File: src/rtl/kdpc_pkg.sv
// ----------------------------------------------------------------------------
// kdpc_pkg
// Shared types and constants of the key debounce and press classifier.
// ----------------------------------------------------------------------------
package kdpc_pkg;

	// Number of key slots carried on the ports
	localparam int KEY_SLOTS = 6;
	// Default number of keys in use
	localparam int NUM_KEYS_DEF = 6;

	localparam int CFG_IDX_W  = 2;
	localparam int CFG_DATA_W = 16;

	typedef logic [KEY_SLOTS-1:0]  key_mask_t;
	typedef logic [CFG_IDX_W-1:0]  cfg_idx_t;
	typedef logic [CFG_DATA_W-1:0] cfg_data_t;

	// Configuration register indexes
	localparam cfg_idx_t REG_ACTIVE_LEVELS = 2'd0;
	localparam cfg_idx_t REG_TIME_STEP     = 2'd1;
	localparam cfg_idx_t REG_DEBOUNCE      = 2'd2;
	localparam cfg_idx_t REG_LONG_PRESS    = 2'd3;

	// Register reset values
	localparam key_mask_t   ACTIVE_LEVELS_RST = '0;
	localparam logic [7:0]  TIME_STEP_RST     = 8'd10;
	localparam logic [15:0] DEBOUNCE_RST      = 16'd20;
	localparam logic [15:0] LONG_PRESS_RST    = 16'd1000;

	// Per-key event code
	typedef enum logic [2:0] {
		EVT_NONE  = 3'd0,
		EVT_DOWN  = 3'd1,
		EVT_UP    = 3'd2,
		EVT_SHORT = 3'd3,
		EVT_LONG  = 3'd4
	} event_t;

	// Timing settings shared by every lane
	typedef struct packed {
		logic [7:0]  time_step;
		logic [15:0] debounce_period;
		logic [15:0] long_press_period;
	} timing_t;

endpackage

File: src/rtl/kdpc_if.sv
// ----------------------------------------------------------------------------
// kdpc_if
// Valid/ready channels: raw key tick in, classified result out.
// ----------------------------------------------------------------------------
interface kdpc_tick_if;
	logic                 valid;
	logic                 ready;
	kdpc_pkg::key_mask_t  pin_levels;

	modport source (output valid, output pin_levels, input ready);
	modport sink   (input valid, input pin_levels, output ready);
endinterface

interface kdpc_result_if;
	logic                 valid;
	logic                 ready;
	kdpc_pkg::key_mask_t  pressed_mask;
	kdpc_pkg::event_t     event_key0;
	kdpc_pkg::event_t     event_key1;
	kdpc_pkg::event_t     event_key2;
	kdpc_pkg::event_t     event_key3;
	kdpc_pkg::event_t     event_key4;
	kdpc_pkg::event_t     event_key5;

	modport source (output valid, output pressed_mask, output event_key0, output event_key1,
		output event_key2, output event_key3, output event_key4, output event_key5,
		input ready);
	modport sink   (input valid, input pressed_mask, input event_key0, input event_key1,
		input event_key2, input event_key3, input event_key4, input event_key5,
		output ready);
endinterface

File: src/rtl/kdpc_lane.sv
// ----------------------------------------------------------------------------
// kdpc_lane
// One key: debounce counter, stable state and press-time classifier.
// ----------------------------------------------------------------------------
module kdpc_lane (
	input  logic              clk,
	input  logic              arst_n,
	input  logic              en,
	input  logic              pin_bit,
	input  logic              active_bit,
	input  kdpc_pkg::timing_t timing,
	output logic              stable,
	output kdpc_pkg::event_t  evt
);
	import kdpc_pkg::*;

	logic        raw_q;
	logic        stable_q;   // also the previous stable level of the next tick
	logic [15:0] settle_q;
	logic [15:0] hold_q;

	logic        now;
	logic        raw_d;
	logic        stable_d;
	logic [15:0] settle_d;
	logic [15:0] hold_d;
	logic [16:0] settle_sum;
	logic [16:0] hold_sum;
	logic [15:0] hold_sat;

	assign now        = (pin_bit == active_bit);
	assign settle_sum = {1'b0, settle_q} + {9'b0, timing.time_step};
	assign hold_sum   = {1'b0, hold_q} + {9'b0, timing.time_step};
	assign hold_sat   = hold_sum[16] ? 16'hFFFF : hold_sum[15:0];

	// Debounce: restart on a change, otherwise count up to the period
	always_comb begin
		raw_d    = raw_q;
		stable_d = stable_q;
		settle_d = settle_q;
		if (now != raw_q) begin
			raw_d    = now;
			settle_d = '0;
		end else if (settle_sum >= {1'b0, timing.debounce_period}) begin
			stable_d = raw_q;
			settle_d = timing.debounce_period;
		end else begin
			settle_d = settle_sum[15:0];
		end
	end

	// Classify edges of the stable level and track hold time
	always_comb begin
		evt    = EVT_NONE;
		hold_d = hold_q;
		if (stable_d && !stable_q) begin
			evt    = EVT_DOWN;
			hold_d = '0;
		end else if (!stable_d && stable_q) begin
			if (hold_q >= timing.debounce_period && hold_q < timing.long_press_period)
				evt = EVT_SHORT;
			else
				evt = EVT_UP;
		end else if (stable_d && stable_q) begin
			hold_d = hold_sat;
			if (hold_sat == timing.long_press_period && hold_q != timing.long_press_period)
				evt = EVT_LONG;
		end
	end

	assign stable = stable_d;

	// Advance key state on each accepted tick
	always_ff @(posedge clk or negedge arst_n) begin
		if (!arst_n) begin
			raw_q    <= 1'b0;
			stable_q <= 1'b0;
			settle_q <= '0;
			hold_q   <= '0;
		end else if (en) begin
			raw_q    <= raw_d;
			stable_q <= stable_d;
			settle_q <= settle_d;
			hold_q   <= hold_d;
		end
	end

endmodule

File: src/rtl/kdpc_merge.sv
// ----------------------------------------------------------------------------
// kdpc_merge
// Collect the lane results into one result transaction and hold it until taken.
// ----------------------------------------------------------------------------
module kdpc_merge (
	input  logic                clk,
	input  logic                arst_n,
	input  logic                load,
	input  kdpc_pkg::key_mask_t lane_stable,
	input  kdpc_pkg::event_t    lane_evt [kdpc_pkg::KEY_SLOTS],
	output logic                space,
	kdpc_result_if.source       result
);
	import kdpc_pkg::*;

	logic      valid_q;
	key_mask_t mask_q;
	event_t    evt_q [KEY_SLOTS];

	assign space = !valid_q || result.ready;

	// Output valid: set on load, drop when taken
	always_ff @(posedge clk or negedge arst_n) begin
		if (!arst_n) begin
			valid_q <= 1'b0;
		end else if (load) begin
			valid_q <= 1'b1;
		end else if (result.ready) begin
			valid_q <= 1'b0;
		end
	end

	// Capture the merged payload
	always_ff @(posedge clk) begin
		if (load) begin
			mask_q <= lane_stable;
			evt_q  <= lane_evt;
		end
	end

	assign result.valid        = valid_q;
	assign result.pressed_mask = mask_q;
	assign result.event_key0   = evt_q[0];
	assign result.event_key1   = evt_q[1];
	assign result.event_key2   = evt_q[2];
	assign result.event_key3   = evt_q[3];
	assign result.event_key4   = evt_q[4];
	assign result.event_key5   = evt_q[5];

endmodule

File: src/rtl/key_debounce_press_classifier_core.sv
// ----------------------------------------------------------------------------
// key_debounce_press_classifier_core
// Debounces up to six keys and reports down, up, short and long press events.
// ----------------------------------------------------------------------------
// Usage:
//   tick   : one transaction per sampling tick, carrying the raw pin levels.
//   result : one transaction per tick: debounced pressed mask and one event
//            code per key (none, down, up, short, long).
//   cfg_*  : register write port (active levels, time step, debounce period,
//            long press period); write only while no tick is in flight.
//   Each key has its own lane; all lanes update in parallel in the cycle a
//   tick is accepted, and the result is registered, so result valid rises
//   in the cycle after tick acceptance. Throughput is one tick per cycle
//   while results are taken, set by the single output register, which loads
//   while its old result is taken in the same cycle.
//   If the receiver stalls, the output register holds its result and tick
//   ready drops until it is taken; no result is lost or repeated.
//   Reset clears all key state and the output valid flag, and loads the
//   register defaults (active levels 0, step 10, debounce 20, long press 1000).
//   Keys at or above NUM_KEYS read as released with no events.
// ----------------------------------------------------------------------------
module key_debounce_press_classifier_core #(
	parameter int NUM_KEYS = kdpc_pkg::NUM_KEYS_DEF
) (
	input  logic                clk,
	input  logic                arst_n,
	kdpc_tick_if.sink           tick,
	kdpc_result_if.source       result,
	input  logic                cfg_we,
	input  kdpc_pkg::cfg_idx_t  cfg_idx,
	input  kdpc_pkg::cfg_data_t cfg_wdata
);
	import kdpc_pkg::*;

	key_mask_t active_q;
	timing_t   timing_q;

	logic      take;
	logic      space;
	key_mask_t lane_stable;
	event_t    lane_evt [KEY_SLOTS];

	// Configuration registers
	always_ff @(posedge clk or negedge arst_n) begin
		if (!arst_n) begin
			active_q                   <= ACTIVE_LEVELS_RST;
			timing_q.time_step         <= TIME_STEP_RST;
			timing_q.debounce_period   <= DEBOUNCE_RST;
			timing_q.long_press_period <= LONG_PRESS_RST;
		end else if (cfg_we) begin
			case (cfg_idx)
				REG_ACTIVE_LEVELS: active_q <= cfg_wdata[KEY_SLOTS-1:0];
				REG_TIME_STEP:     timing_q.time_step <= cfg_wdata[7:0];
				REG_DEBOUNCE:      timing_q.debounce_period <= cfg_wdata;
				REG_LONG_PRESS:    timing_q.long_press_period <= cfg_wdata;
				default: begin
				end
			endcase
		end
	end

	assign tick.ready = space;
	assign take       = tick.valid && space;

	// One lane per key in use; unused slots stay released
	for (genvar k = 0; k < KEY_SLOTS; k++) begin : g_lane
		if (k < NUM_KEYS) begin : g_on
			kdpc_lane u_lane (
				.clk        (clk),
				.arst_n     (arst_n),
				.en         (take),
				.pin_bit    (tick.pin_levels[k]),
				.active_bit (active_q[k]),
				.timing     (timing_q),
				.stable     (lane_stable[k]),
				.evt        (lane_evt[k])
			);
		end else begin : g_off
			assign lane_stable[k] = 1'b0;
			assign lane_evt[k]    = EVT_NONE;
		end
	end

	kdpc_merge u_merge (
		.clk         (clk),
		.arst_n      (arst_n),
		.load        (take),
		.lane_stable (lane_stable),
		.lane_evt    (lane_evt),
		.space       (space),
		.result      (result)
	);

endmodule

File: src/flat_wrapper.sv
// flat-port wrapper written by rule: the top's interface ports become plain ports
module key_debounce_press_classifier_core_flat import kdpc_pkg::*;
#(
	parameter int NUM_KEYS = kdpc_pkg::NUM_KEYS_DEF
)
  (clk, arst_n, cfg_we, cfg_idx, cfg_wdata, tick_valid, tick_pin_levels, tick_ready, result_valid, result_pressed_mask, result_event_key0, result_event_key1, result_event_key2, result_event_key3, result_event_key4, result_event_key5, result_ready);
  kdpc_tick_if tick_i ();
  kdpc_result_if result_i ();
  input  logic clk;
  input  logic arst_n;
  input  logic cfg_we;
  input  kdpc_pkg::cfg_idx_t cfg_idx;
  input  kdpc_pkg::cfg_data_t cfg_wdata;
  input wire logic [$bits(tick_i.valid)-1:0] tick_valid;
  input wire logic [$bits(tick_i.pin_levels)-1:0] tick_pin_levels;
  output wire logic [$bits(tick_i.ready)-1:0] tick_ready;
  output wire logic [$bits(result_i.valid)-1:0] result_valid;
  output wire logic [$bits(result_i.pressed_mask)-1:0] result_pressed_mask;
  output wire logic [$bits(result_i.event_key0)-1:0] result_event_key0;
  output wire logic [$bits(result_i.event_key1)-1:0] result_event_key1;
  output wire logic [$bits(result_i.event_key2)-1:0] result_event_key2;
  output wire logic [$bits(result_i.event_key3)-1:0] result_event_key3;
  output wire logic [$bits(result_i.event_key4)-1:0] result_event_key4;
  output wire logic [$bits(result_i.event_key5)-1:0] result_event_key5;
  input wire logic [$bits(result_i.ready)-1:0] result_ready;
  assign tick_i.valid = tick_valid;
  assign tick_i.pin_levels = tick_pin_levels;
  assign tick_ready = tick_i.ready;
  assign result_valid = result_i.valid;
  assign result_pressed_mask = result_i.pressed_mask;
  assign result_event_key0 = result_i.event_key0;
  assign result_event_key1 = result_i.event_key1;
  assign result_event_key2 = result_i.event_key2;
  assign result_event_key3 = result_i.event_key3;
  assign result_event_key4 = result_i.event_key4;
  assign result_event_key5 = result_i.event_key5;
  assign result_i.ready = result_ready;
  key_debounce_press_classifier_core #(.NUM_KEYS(NUM_KEYS)) u_core (.clk(clk), .arst_n(arst_n), .tick(tick_i), .result(result_i), .cfg_we(cfg_we), .cfg_idx(cfg_idx), .cfg_wdata(cfg_wdata));
endmodule
File: config.mk
export PLATFORM = sky130hd
export DESIGN_NAME = key_debounce_press_classifier_core_flat
export DESIGN_NICKNAME = d
export VERILOG_FILES = /design/src/rtl/kdpc_pkg.sv /design/src/rtl/kdpc_if.sv /design/src/rtl/kdpc_lane.sv /design/src/rtl/kdpc_merge.sv /design/src/rtl/key_debounce_press_classifier_core.sv /design/src/flat_wrapper.sv
export SDC_FILE = /design/constraint.sdc
export NUM_CORES = 1
export LEC_CHECK = 0
export ABC_AREA = 1
export BUFFER_PORTS_ARGS = -buffer_cell sky130_fd_sc_hd__buf_4
export CAP_MARGIN = 20
export CORE_ASPECT_RATIO = 1.1
export CORE_MARGIN = 3
export CORE_UTILIZATION = 45
export CTS_CLUSTER_SIZE = 25
export DETAILED_ROUTE_END_ITERATION = 8
export PLACE_DENSITY = 0.65
export SYNTH_ARGS = -nofsm -noshare
export SYNTH_HDL_FRONTEND = slang
export SYNTH_HIERARCHICAL = 1
export SYNTH_SLANG_ARGS = --single-unit
File: constraint.sdc
create_clock -name clk -period 8.11 [get_ports clk]
set_input_delay 0.811 -clock clk [delete_from_list [all_inputs] [get_ports clk]]
set_output_delay 0.811 -clock clk [all_outputs]
set_load 0.01 [all_outputs]
* Word level (Yosys, flattened, before mapping)
Cells that the tools add are included.
** Storage, ports and cells
- Output and inout bits :: 26
- Flip-flop bits (word level) :: 275
- Bits of input ports :: 29
- Logic and storage cells :: 242
** Operators by class
- Magnitude comparators :: 18
- Mux-type cells :: 74
- Reduce and logical (&&, ||, !) cells :: 69
- Add/sub/neg operators :: 12
- Equality and inequality tests :: 33
** Operators by type and width (count)
- two-way mux 16 bit :: 36
- adder 16 x 8 -> 17 bit :: 12
- greater-or-equal comparator 17 x 16 -> 1 bit :: 6
- equality test 16 bit :: 6
- greater-or-equal comparator 16 bit :: 6
- less-than comparator 16 bit :: 6
- != test 16 bit :: 6
- two-way mux 3 bit :: 18
- logical AND 1 bit :: 31
- two-way mux 1 bit :: 20
- AND reduction 2 bit :: 10
- AND reduction 3 bit :: 6
- nonzero test 2 bit :: 7
- logical NOT 1 bit :: 13
- != test 2 bit, second input constant :: 6
- equality test 1 bit :: 6
- != test 1 bit :: 6
- equality test 2 bit, second input constant :: 2
- equality test 2 x 1 -> 1 bit, second input constant :: 1
- logical NOT 2 bit :: 1
- logical OR 1 bit :: 1

* Depth between registers and ports, before layout
Gate-level depths: netlist of run 1.
- Depth in word-level cells :: 8
- Gate-level depth with buffers :: 29
- Depth with buffers taken out :: 28

* Cells and area by module
Netlist of run 1, hierarchy kept.
** Modules (own cells, without submodules)
- kdpc_lane (u_core.g_lane[3].g_on.u_lane ...) :: area each 4345.4 um^2, instances 2, cells an instance 642
- kdpc_lane (u_core.g_lane[2].g_on.u_lane) :: area each 4385.5 um^2, instances 1, cells an instance 678
- kdpc_lane (u_core.g_lane[0].g_on.u_lane) :: area each 4369.2 um^2, instances 1, cells an instance 682
- kdpc_lane (u_core.g_lane[1].g_on.u_lane) :: area each 4205.3 um^2, instances 1, cells an instance 641
- kdpc_lane (u_core.g_lane[5].g_on.u_lane) :: area each 4191.5 um^2, instances 1, cells an instance 637
- key_debounce_press_classifier_core :: area each 1918.1 um^2, instances 1, cells an instance 208
- kdpc_merge :: area each 765.7 um^2, instances 1, cells an instance 29

* Worst setup path before layout of run 1
Ideal clock, no wire load.
- Path kind :: register to register
- Start :: register u_core/timing_q[33] (netlist bit)
- End :: register u_core.u_merge.evt_q (netlist bit u_core/u_merge/result.event_key5[2]) (data pin)
- Data arrival time :: 3.522 ns
- Library setup time :: 0.251 ns
- Slack :: 4.337 ns
- Required time :: 7.859 ns
- Cell stages (with the launch flop) :: 25
- Path through :: dfstp_2 > inv_1 > fa_1 > inv_1 > nand2_1 > o21ai_2 > nand3_1 > nand2_2 > nand2_1 > nor2_1 > nand4_1 > xor2_1 > inv_1 > ha_1 > nand2_1 > nor4_1 > nand4_1 > nand2_1 > nor2_2 > nand2_2 > buf_6 > buf_6 > a21oi_1 > nand4_1 > nor2_1
** On the way
- Word-level cells in the longest chain between the ends :: 7
- Elaborated cells between the ends (all ways) :: 15
** Ends and longest elaborated chain
- start, declared :: line key_debounce_press_classifier_core.sv:36 : timing_t timing_q;
- adder 16 x 8 -> 17 bit (on tied branches) :: line kdpc_lane.sv:32, kdpc_lane.sv:33
- greater-or-equal comparator 17 x 16 -> 1 bit / two-way mux 16 bit (equally long branches) :: line kdpc_lane.sv:44, kdpc_lane.sv:34
- two-way mux 1 bit / equality test 16 bit (equally long branches) :: line kdpc_lane.sv:44, kdpc_lane.sv:66
- two-way mux 1 bit / logical AND 1 bit (equally long branches) :: line kdpc_lane.sv:41, kdpc_lane.sv:66
- logical AND 1 bit (tied with other cells) :: line kdpc_lane.sv:64 : end else if (stable_d && stable_q) begin
- two-way mux 3 bit / logical AND 1 bit (equally long branches) :: line kdpc_lane.sv:64, kdpc_lane.sv:59
- two-way mux 3 bit :: line kdpc_lane.sv:59 : end else if (!stable_d && stable_q) begin
- end signal, assigned :: line kdpc_merge.sv:37 : evt_q <= lane_evt;
- end, declared :: line kdpc_merge.sv:18 : event_t evt_q [KEY_SLOTS];
Parallel ways exist; a longest one is shown, timed or not.
A chain may end at the register's enable or synchronous reset.

* Worst setup path after layout of run 1
- Start :: register u_core/timing_q[32] (netlist bit)
- End :: register u_core.g_lane[2].g_on.u_lane.hold_q[1]
** On the way
- Word-level cells in the longest chain between the ends :: 8
- Elaborated cells between the ends (all ways) :: 16
** Ends and longest elaborated chain
- adder 16 x 8 -> 17 bit (*) :: line kdpc_lane.sv:32 : assign settle_sum = {1'b0, settle_q} + {9'b0, timing.time_step};
- greater-or-equal comparator 17 x 16 -> 1 bit (*) :: line kdpc_lane.sv:44 : end else if (settle_sum >= {1'b0, timing.debounce_period}) begin
- two-way mux 1 bit (*) :: line kdpc_lane.sv:44
- two-way mux 1 bit (*) :: line kdpc_lane.sv:41 : if (now != raw_q) begin
- named net u_core.lane_stable[2] :: line key_debounce_press_classifier_core.sv:40 : key_mask_t lane_stable;
- logical NOT 1 bit :: line kdpc_lane.sv:59
- logical AND 1 bit :: line kdpc_lane.sv:59
- != test 2 bit (no line)
- AND reduction 3 bit (no line)
- end signal, assigned :: line kdpc_lane.sv:84 : hold_q <= hold_d;
- end, declared :: line kdpc_lane.sv:20 : logic [15:0] hold_q;
Mark *: on every way through the listed nets, which the timed path passes. The rest lies on a longest branch. The select of a mux whose other input is x is not followed.

==> results of run 1 <==
-- flip-flops by register name, indices dropped and copies added, names as in the netlist --
register	flops
u_core/u_merge/result.event_key5	3
u_core/g_lane.g_on.u_lane/hold_q	96
u_core/u_merge/result.event_key3	3
u_core/u_merge/result.event_key4	3
u_core/g_lane.g_on.u_lane/stable_q	6
u_core/u_merge/result.event_key2	3
u_core/u_merge/result.pressed_mask	6
u_core/g_lane.g_on.u_lane/raw_q	6
u_core/u_merge/result.event_key0	3
u_core/active_q	6
u_core/g_lane.g_on.u_lane/settle_q	96
u_core/timing_q	40
u_core/u_merge/result.valid	1
u_core/u_merge/result.event_key1	3
-- routing by layer --
| layer | up-vias | global-route usage | routed length (um) |
|---|---|---|---|
| met2 | 695 | 0.434 | 40200 |
| met5 | - | 0 | 0 |
| met4 | 0 | 0.0917 | 3310 |
| met1 | 12435 | 0.357 | 39200 |
| li1 | 13612 | - | - |
| met3 | 158 | 0.0385 | 5570 |
-- through the flow --
| step | setup WS [ns] | cell area [um2] | cells | util |
|---|---|---|---|---|
| floorplan | 4.34 | 28500 | 4159 | - |
| global route | 3.00 | 30800 | 5050 | 0.493 |
| global placement | 3.56 | 29500 | 4982 | 0.472 |
| CTS | 3.41 | 30800 | 5049 | 0.493 |
| finish | 3.42 | 30800 | 5050 | 0.493 |
| detailed placement | 3.45 | 29500 | 4982 | 0.472 |
-- area by class of cell --
type | count | share of cell area
clock inverters | 20 | 0.00884
multi-input cells | 3163 | 0.600
flip-flops and latches | 275 | 0.227
well taps | 833 | 0.0338
clock buffers | 47 | 0.0329
repair buffers | 74 | 0.0193
inverters | 638 | 0.0778
-- synth_stat cells, types with 13 or more instances --
master / instances
sky130_fd_sc_hd__dfrtp_1: 241
sky130_fd_sc_hd__o211ai_1: 25
sky130_fd_sc_hd__edfxtp_1: 24
sky130_fd_sc_hd__clkbuf_1: 16
sky130_fd_sc_hd__o21ai_2: 37
sky130_fd_sc_hd__buf_2: 32
sky130_fd_sc_hd__xnor2_1: 55
sky130_fd_sc_hd__a21oi_1: 215
sky130_fd_sc_hd__nand2_2: 62
sky130_fd_sc_hd__o21ai_1: 16
sky130_fd_sc_hd__nand4_1: 115
sky130_fd_sc_hd__nand3_1: 278
sky130_fd_sc_hd__buf_6: 21
sky130_fd_sc_hd__nand2_1: 1268
sky130_fd_sc_hd__o21ai_0: 193
sky130_fd_sc_hd__xor2_1: 77
sky130_fd_sc_hd__inv_1: 628
sky130_fd_sc_hd__nand2_4: 13
sky130_fd_sc_hd__nor3_1: 31
sky130_fd_sc_hd__nor2_1: 248
sky130_fd_sc_hd__ha_1: 384
sky130_fd_sc_hd__nand3b_1: 28
sky130_fd_sc_hd__o22ai_1: 16
-- logic make-up (layout without fill, tap and decap cells) --
| family | Yosys count | after routing |
|---|---|---|
| xor+xnor | 132 | 132 |
| fa+ha+maj | 396 | 396 |
| flops | 275 | 275 |
| compound gates | 556 | 556 |
| buf+inv | 721 | 779 |
| simple gates | 2079 | 2079 |
-- layout by cell type (no fill, tap or decap), types with 7 or more instances in the layout --
cell,n
sky130_fd_sc_hd__xnor2_1,55
sky130_fd_sc_hd__clkbuf_16,38
sky130_fd_sc_hd__dfrtp_1,241
sky130_fd_sc_hd__o21ai_0,193
sky130_fd_sc_hd__a21oi_1,215
sky130_fd_sc_hd__nand3_4,7
sky130_fd_sc_hd__nand4_1,115
sky130_fd_sc_hd__o21ai_1,16
sky130_fd_sc_hd__nand3_1,278
sky130_fd_sc_hd__nand2_4,13
sky130_fd_sc_hd__nand3_2,7
sky130_fd_sc_hd__clkinv_2,7
sky130_fd_sc_hd__xor2_1,77
sky130_fd_sc_hd__edfxtp_1,24
sky130_fd_sc_hd__inv_1,627
sky130_fd_sc_hd__o22ai_1,16
sky130_fd_sc_hd__a21oi_2,8
sky130_fd_sc_hd__nand2_1,1268
sky130_fd_sc_hd__nand2_2,62
sky130_fd_sc_hd__o21ai_2,37
sky130_fd_sc_hd__buf_4,70
sky130_fd_sc_hd__nor2_1,248
sky130_fd_sc_hd__inv_2,7
sky130_fd_sc_hd__o211ai_1,25
sky130_fd_sc_hd__fa_1,12
sky130_fd_sc_hd__a21o_1,11
sky130_fd_sc_hd__nand3b_1,28
sky130_fd_sc_hd__nor3_1,31
sky130_fd_sc_hd__dfstp_2,10
sky130_fd_sc_hd__ha_1,384
sky130_fd_sc_hd__o21bai_1,7
-- worst max-delay path, stage by stage (launching register included) --
cell and delay [ns]:
sky130_fd_sc_hd__dfrtp_1 0.92, sky130_fd_sc_hd__ha_1 0.26, sky130_fd_sc_hd__inv_1 0.07, sky130_fd_sc_hd__fa_1 0.41
sky130_fd_sc_hd__inv_1 0.07, sky130_fd_sc_hd__nand3_1 0.06, sky130_fd_sc_hd__nand2_1 0.12, sky130_fd_sc_hd__a21oi_2 0.09
sky130_fd_sc_hd__o21ai_4 0.18, sky130_fd_sc_hd__nand2_1 0.09, sky130_fd_sc_hd__nor2_1 0.13, sky130_fd_sc_hd__xor2_1 0.19
sky130_fd_sc_hd__inv_1 0.06, sky130_fd_sc_hd__ha_1 0.30, sky130_fd_sc_hd__nand2_1 0.07, sky130_fd_sc_hd__nor2_1 0.04
sky130_fd_sc_hd__nor3b_1 0.20, sky130_fd_sc_hd__nand2_1 0.08, sky130_fd_sc_hd__nand2_1 0.05, sky130_fd_sc_hd__nand2_1 0.07
sky130_fd_sc_hd__nand2_1 0.08, sky130_fd_sc_hd__nand2_2 0.27, sky130_fd_sc_hd__nand2_1 0.14, sky130_fd_sc_hd__nand2_1 0.13
sky130_fd_sc_hd__nand2_8 0.18, sky130_fd_sc_hd__nand2_8 0.12, sky130_fd_sc_hd__nand2_1 0.09, sky130_fd_sc_hd__nand2_1 0.05
-- path summary, 6_finish.rpt --
check	startpoint	to	slack (ns)	cells past startpoint
worst min register to register	u_core/timing_q[24]	u_core/timing_q[24]	0.48	2
worst min-delay path	arst_n	u_core/g_lane[1].g_on.u_lane/stable_q	0.33	1
worst max-delay path	u_core/timing_q[32]	u_core/g_lane[2].g_on.u_lane/hold_q[1]	3.42	27
worst max register to register	u_core/timing_q[32]	u_core/g_lane[2].g_on.u_lane/hold_q[1]	3.42	27
min in group clk	u_core/timing_q[24]	u_core/timing_q[24]	0.48	2
max in group asynchronous	arst_n	u_core/g_lane[2].g_on.u_lane/hold_q[1]	6.38	2
-- power by group through the flow --
stage	registers, mW	clock network, mW	logic (mW)
floorplan	2.09	0	4.09
global placement	2.33	0	5.09
detailed placement	2.34	0	5.16
CTS	2.31	1.81	5.19
global route	2.37	1.87	6.03
finish	2.33	1.77	5.21
==> results.sh, run 1 <==
export IMPL_clkTransAtPathRegs_ns=0.06
export IMPL_synth_area_um2=28500
export IMPL_seq_power_share=0.251
export IMPL_power_density_nw_per_um2=302
export IMPL_grt_pass1_vias=25851
export IMPL_dp_hpwl_um=64300
export IMPL_number_of_antenna_violations_at_the_first_check_in_global_routing=0
export IMPL_fp_dieArea_um2=66500
export IMPL_vias=26900
export IMPL_main_combinational_cell_family_by_area_after_synthesis="simple AND/OR/NAND/NOR gates"
export IMPL_remaining_drc_errors=0
export IMPL_timing_fmax_mhz=213
export IMPL_layout_min_cycle_time_ns=4.69
export IMPL_ant_cells=0
export IMPL_synthDistinctLibCells=53
export IMPL_die_outline_height_um=270
export IMPL_setup_total_negative_slack_ns=0
export IMPL_post_drt_wl_per_cell_um=17.5
export IMPL_total_leakage_power_nw=16.9
export IMPL_areaGrowthSynthToFinish_pct=8.13
export IMPL_maximum_number_of_pins_on_one_net_before_global_route_repair=138
export IMPL_tritoncts_clock_tree="done"
export IMPL_report_power_total_mw=9.31
export IMPL_numClockSinks=275
export IMPL_slew_violations=0
export IMPL_post_cts_repair_setup_buffers=0
export IMPL_worst_hold_path_type="in -> async"
export IMPL_synth_simple_area_share=0.319
export IMPL_critical_path_endpoint_type="flop"
export IMPL_synth_warning_count=6
export IMPL_synth_largest_area_cell="sky130_fd_sc_hd__dfrtp_1"
export IMPL_routed_wirelength_um=88300
export IMPL_grt_use_total=0.265
export IMPL_ioPinCount=55
export IMPL_placementRows=96
export IMPL_post_synthesis_net_count=4584
export IMPL_routed_via_density=5.33
export IMPL_grt_setup_unrepaired="no"
export IMPL_dr_pass1_iters=5
export IMPL_max_cap_violations=0
export IMPL_port_buffer_count=54
export IMPL_synth_seq_cells=275
export IMPL_report_final_hold_viol_count=0
export IMPL_gpl_congestion=0.919
export IMPL_drt_antenna_violating_nets=0
export IMPL_cts_buffers=37
export IMPL_ctsHoldBuffers=0
export IMPL_multi_input_comb_area_um2=18500
export IMPL_synth_adder_area_share=0.177
export IMPL_filler_cell_count=6368
export IMPL_synth_compound_area_share=0.112
export IMPL_fin_crit_sh=0.578
export IMPL_ys_async_sr_fraction=0.913
export IMPL_status="finished clean"
export IMPL_critPathKind="reg -> reg"
export IMPL_globalRouteOverflowTotal=0
export IMPL_post_synth_inst_count=4159
export IMPL_dieWidth_um=246
export IMPL_final_hold_slack_ns=0.335
export IMPL_slew_headroom=0.207
export IMPL_grt_pass1_wl_um=140000
export IMPL_p_clk_frac=0.190
export IMPL_timing_worst_slew_pin_value_ns=1.19
export IMPL_critical_path_required_ns=8.54
export IMPL_seq_area_frac_synth=0.246
export IMPL_yosys_area_top_type_share=0.211
export IMPL_dominantRegCellSynth="sky130_fd_sc_hd__dfrtp_1"
export IMPL_cts_repair_resize_count=0
export IMPL_detailedRoute_firstIterationViolations=1760
export IMPL_core_footprint_um2=62600
export IMPL_yosys_area_share_xor_xnor=0.0405
export IMPL_final_count_of_negative_setup_slack_endpoints=0
export IMPL_clock_tree_htree_level_count=2
export IMPL_share_comb_of_total_power=0.559
export IMPL_largest_vdd_supply_drop_mv=0.267
export IMPL_final_layout_size_suffix_gt1_frac=0.0726
export IMPL_synthTopCellsByArea="sky130_fd_sc_hd__dfrtp_1, sky130_fd_sc_hd__ha_1, sky130_fd_sc_hd__nand2_1"
export IMPL_worst_setup_start_kind="flop"
export IMPL_layout_area_seq_um2=7010
export IMPL_start_util=0.456
export IMPL_clock_path_buffers=3
export IMPL_synth_mux_area_frac=0
export IMPL_critPathArrivalTime_ns=5.13
export IMPL_worstSkewPairLatency_ns=0.57
export IMPL_largest_fanout_on_the_critical_path=20
export IMPL_fin_skew_ns=0.0270
export IMPL_syn_avg_cell_area_um2=6.86
export IMPL_power_report_internal_total_mw=4.74
export IMPL_synth_edf_count=24
export IMPL_layout_nets=4614
export IMPL_net_switching_power_mw=4.57
export IMPL_root_buffer="sky130_fd_sc_hd__clkbuf_16"
export IMPL_switching_power_share_of_the_total=0.491
No activity file was read; power rests on OpenSTA's default activity.
==> inputs of run 2 (changes only) <==
Settings changed: PLACE_DENSITY 0.65 to 0.68.
Clock period 8.11 ns to 4 ns, I/O delays scaled along.
==> run 2 against run 1 <==
Compared with the run above:
- design area is 5.5% higher
- largest power group unchanged
- critical path type unchanged
- wire length is 4.9% higher
- worst hold slack worse by 0.26 ns
- first-iteration DRC count is 32% higher
==> results.sh, run 2 (synthesized netlist as in run 1, its figures left out) <==
export IMPL_critical_path_required_ns=4.45
export IMPL_critical_path_endpoint_type="flop"
export IMPL_fin_crit_sh=0.959
export IMPL_start_util=0.456
export IMPL_finish_instance_area_um2=32600
export IMPL_report_final_hold_viol_count=0
export IMPL_layout_min_cycle_time_ns=3.84
export IMPL_layout_top_registers="u_core/g_lane.g_on.u_lane/hold_q (96), u_core/g_lane.g_on.u_lane/settle_q (96), u_core/timing_q (40)"
export IMPL_core_footprint_um2=62600
export IMPL_status="finished clean"
export IMPL_die_outline_height_um=270
export IMPL_final_cell_mix="sky130_fd_sc_hd__nand2_1, sky130_fd_sc_hd__inv_1, sky130_fd_sc_hd__ha_1"
export IMPL_critical_path_slowest_cell="sky130_fd_sc_hd__dfstp_2"
export IMPL_cts_buffers=36
export IMPL_fin_skew_ns=0.0228
export IMPL_report_power_total_mw=20.0
export IMPL_tritoncts_clock_tree="done"
export IMPL_grt_setup_unrepaired="yes"
export IMPL_grt_use_total=0.267
export IMPL_ant_cells=0
export IMPL_slew_violations=0
export IMPL_vias=28076
export IMPL_gpl_congestion=0.971
export IMPL_areaGrowthSynthToFinish_pct=14.1
export IMPL_critical_path_max_stage_delay_ns=0.60
export IMPL_remaining_drc_errors=0
export IMPL_numClockSinks=275
export IMPL_maximum_number_of_pins_on_one_net_before_global_route_repair=107
export IMPL_final_count_of_negative_setup_slack_endpoints=0
export IMPL_worst_setup_start_kind="flop"
export IMPL_timing_worst_slew_pin_value_ns=0.971
export IMPL_drt_antenna_violating_nets=0
export IMPL_multi_input_comb_area_um2=19200
export IMPL_largest_vdd_supply_drop_mv=0.461
export IMPL_grt_busiest_layer="met2"
export IMPL_clkTransAtPathRegs_ns=0.07
export IMPL_dr_pass1_iters=6
export IMPL_globalRouteMet2Util=0.433
export IMPL_globalRouteOverflowTotal=0
export IMPL_placed_cell_area_um2=30100
export IMPL_dp_hpwl_um=68600
export IMPL_post_drt_wl_per_cell_um=17.9
export IMPL_mostFrequentLayoutCell="sky130_fd_sc_hd__nand2_1"
export IMPL_final_layout_size_suffix_gt1_frac=0.120
export IMPL_layout_nets=4736
export IMPL_total_leakage_power_nw=17.7
export IMPL_ioPinCount=55
export IMPL_max_cap_violations=0
export IMPL_routed_via_density=5.43
export IMPL_clock_tree_htree_level_count=2
export IMPL_worstSkewPairLatency_ns=0.58
export IMPL_largest_fanout_on_the_critical_path=9
export IMPL_layout_area_seq_um2=7020
export IMPL_critPathArrivalTime_ns=4.29
export IMPL_routed_wirelength_um=92700
export IMPL_detailedRoute_firstIterationViolations=2326
export IMPL_timing_fmax_mhz=261
export IMPL_clock_path_buffers=3
export IMPL_root_buffer="sky130_fd_sc_hd__clkbuf_16"
export IMPL_grt_pass1_wl_um=141000
export IMPL_worst_path_most_repeated_cell="sky130_fd_sc_hd__nand2_2"
export IMPL_gr_usage_met3=0.0347
export IMPL_power_density_nw_per_um2=614
export IMPL_number_of_antenna_violations_at_the_first_check_in_global_routing=0
export IMPL_slew_headroom=0.353
export IMPL_fp_dieArea_um2=66500
export IMPL_port_buffer_count=54
export IMPL_critPathKind="reg -> reg"
export IMPL_grt_pass1_vias=26151
export IMPL_worst_hold_path_type="in -> reg"
export IMPL_filler_cell_count=6068
export IMPL_use_met1=0.359
export IMPL_placementRows=96
export IMPL_dieWidth_um=246
run 2: repair_timing:
| item | CTS | global route |
|---|---|---|
| pin swaps | 0 | 64 |
| hold buffers | 1 | 0 |
| gates cloned | 0 | 15 |
| endpoints found under the setup margin | 21 | 212 |
| buffers inserted | 0 | 43 |
| endpoints found under the hold margin | 65 | 0 |
| resized for setup | 1 | 141 |
run 2: final cells by class:
type / count / share of cell area
Multi-Input combinational cell: 3176 / 0.589
Tap cell: 833 / 0.0320
Inverter: 638 / 0.0741
Clock inverter: 13 / 0.00511
Timing Repair Buffer: 184 / 0.0491
Sequential cell: 275 / 0.216
Clock buffer: 52 / 0.0349
run 2: through the flow:
stage	setup WS (ns)	std cells	hold slack, ns	utilization	TNS (ns)
4_1_cts	0.0156	5113	0.0444	0.501	0
5_1_grt	-0.0603	5171	0.0872	0.520	-2.93
2_1_floorplan	0.227	4159	0.104	-	0
6_report	0.165	5171	0.0724	0.520	0
3_5_place_dp	-0.0169	5047	0.462	0.480	-0.0981
3_3_place_gp	0.0134	5047	0.457	0.480	0
run 2: critical path: cells and delay by family, from the launching register on:
| family | cells | cell delay, ns |
|---|---|---|
| AO/OA/AOI/OAI | 2 | 0.28 |
| flip-flops | 1 | 0.60 |
| AND/OR/NAND/NOR | 17 | 1.40 |
| XOR/XNOR | 1 | 0.22 |
| buffers and inverters | 5 | 0.52 |
| adder cells (fa/ha/maj) | 2 | 0.68 |
run 2: worst paths after layout:
kind,from,to,slack [ns],depth (start not counted)
worst min register to register,u_core/timing_q[24],u_core/timing_q[24],0.47,2
worst max-delay path,u_core/timing_q[33],u_core/g_lane[0].g_on.u_lane/hold_q[3],0.16,27
worst max register to register,u_core/timing_q[33],u_core/g_lane[0].g_on.u_lane/hold_q[3],0.16,27
min in group asynchronous,arst_n,u_core/g_lane[0].g_on.u_lane/hold_q[12],0.47,2
max in group asynchronous,arst_n,u_core/g_lane[3].g_on.u_lane/settle_q[12],2.50,3
worst min-delay path,cfg_wdata[7],u_core/timing_q[7],0.07,3
run 2: metal layers:
layer | up-vias | routed length [um] | share of wire
li1 | 13881 | - | -
met1 | 13007 | 39800 | 0.43
met2 | 953 | 42300 | 0.46
met3 | 235 | 6220 | 0.067
met4 | 0 | 4370 | 0.047
met5 | - | 0 | 0
run 2: report_power, final:
part           total, mW  leakage, nW  internal (mW)  switching, mW
combinational       11.8         13.5           4.42           7.35
sequential          4.63         3.52           3.55           1.08
clock               3.59        0.636           2.17           1.42
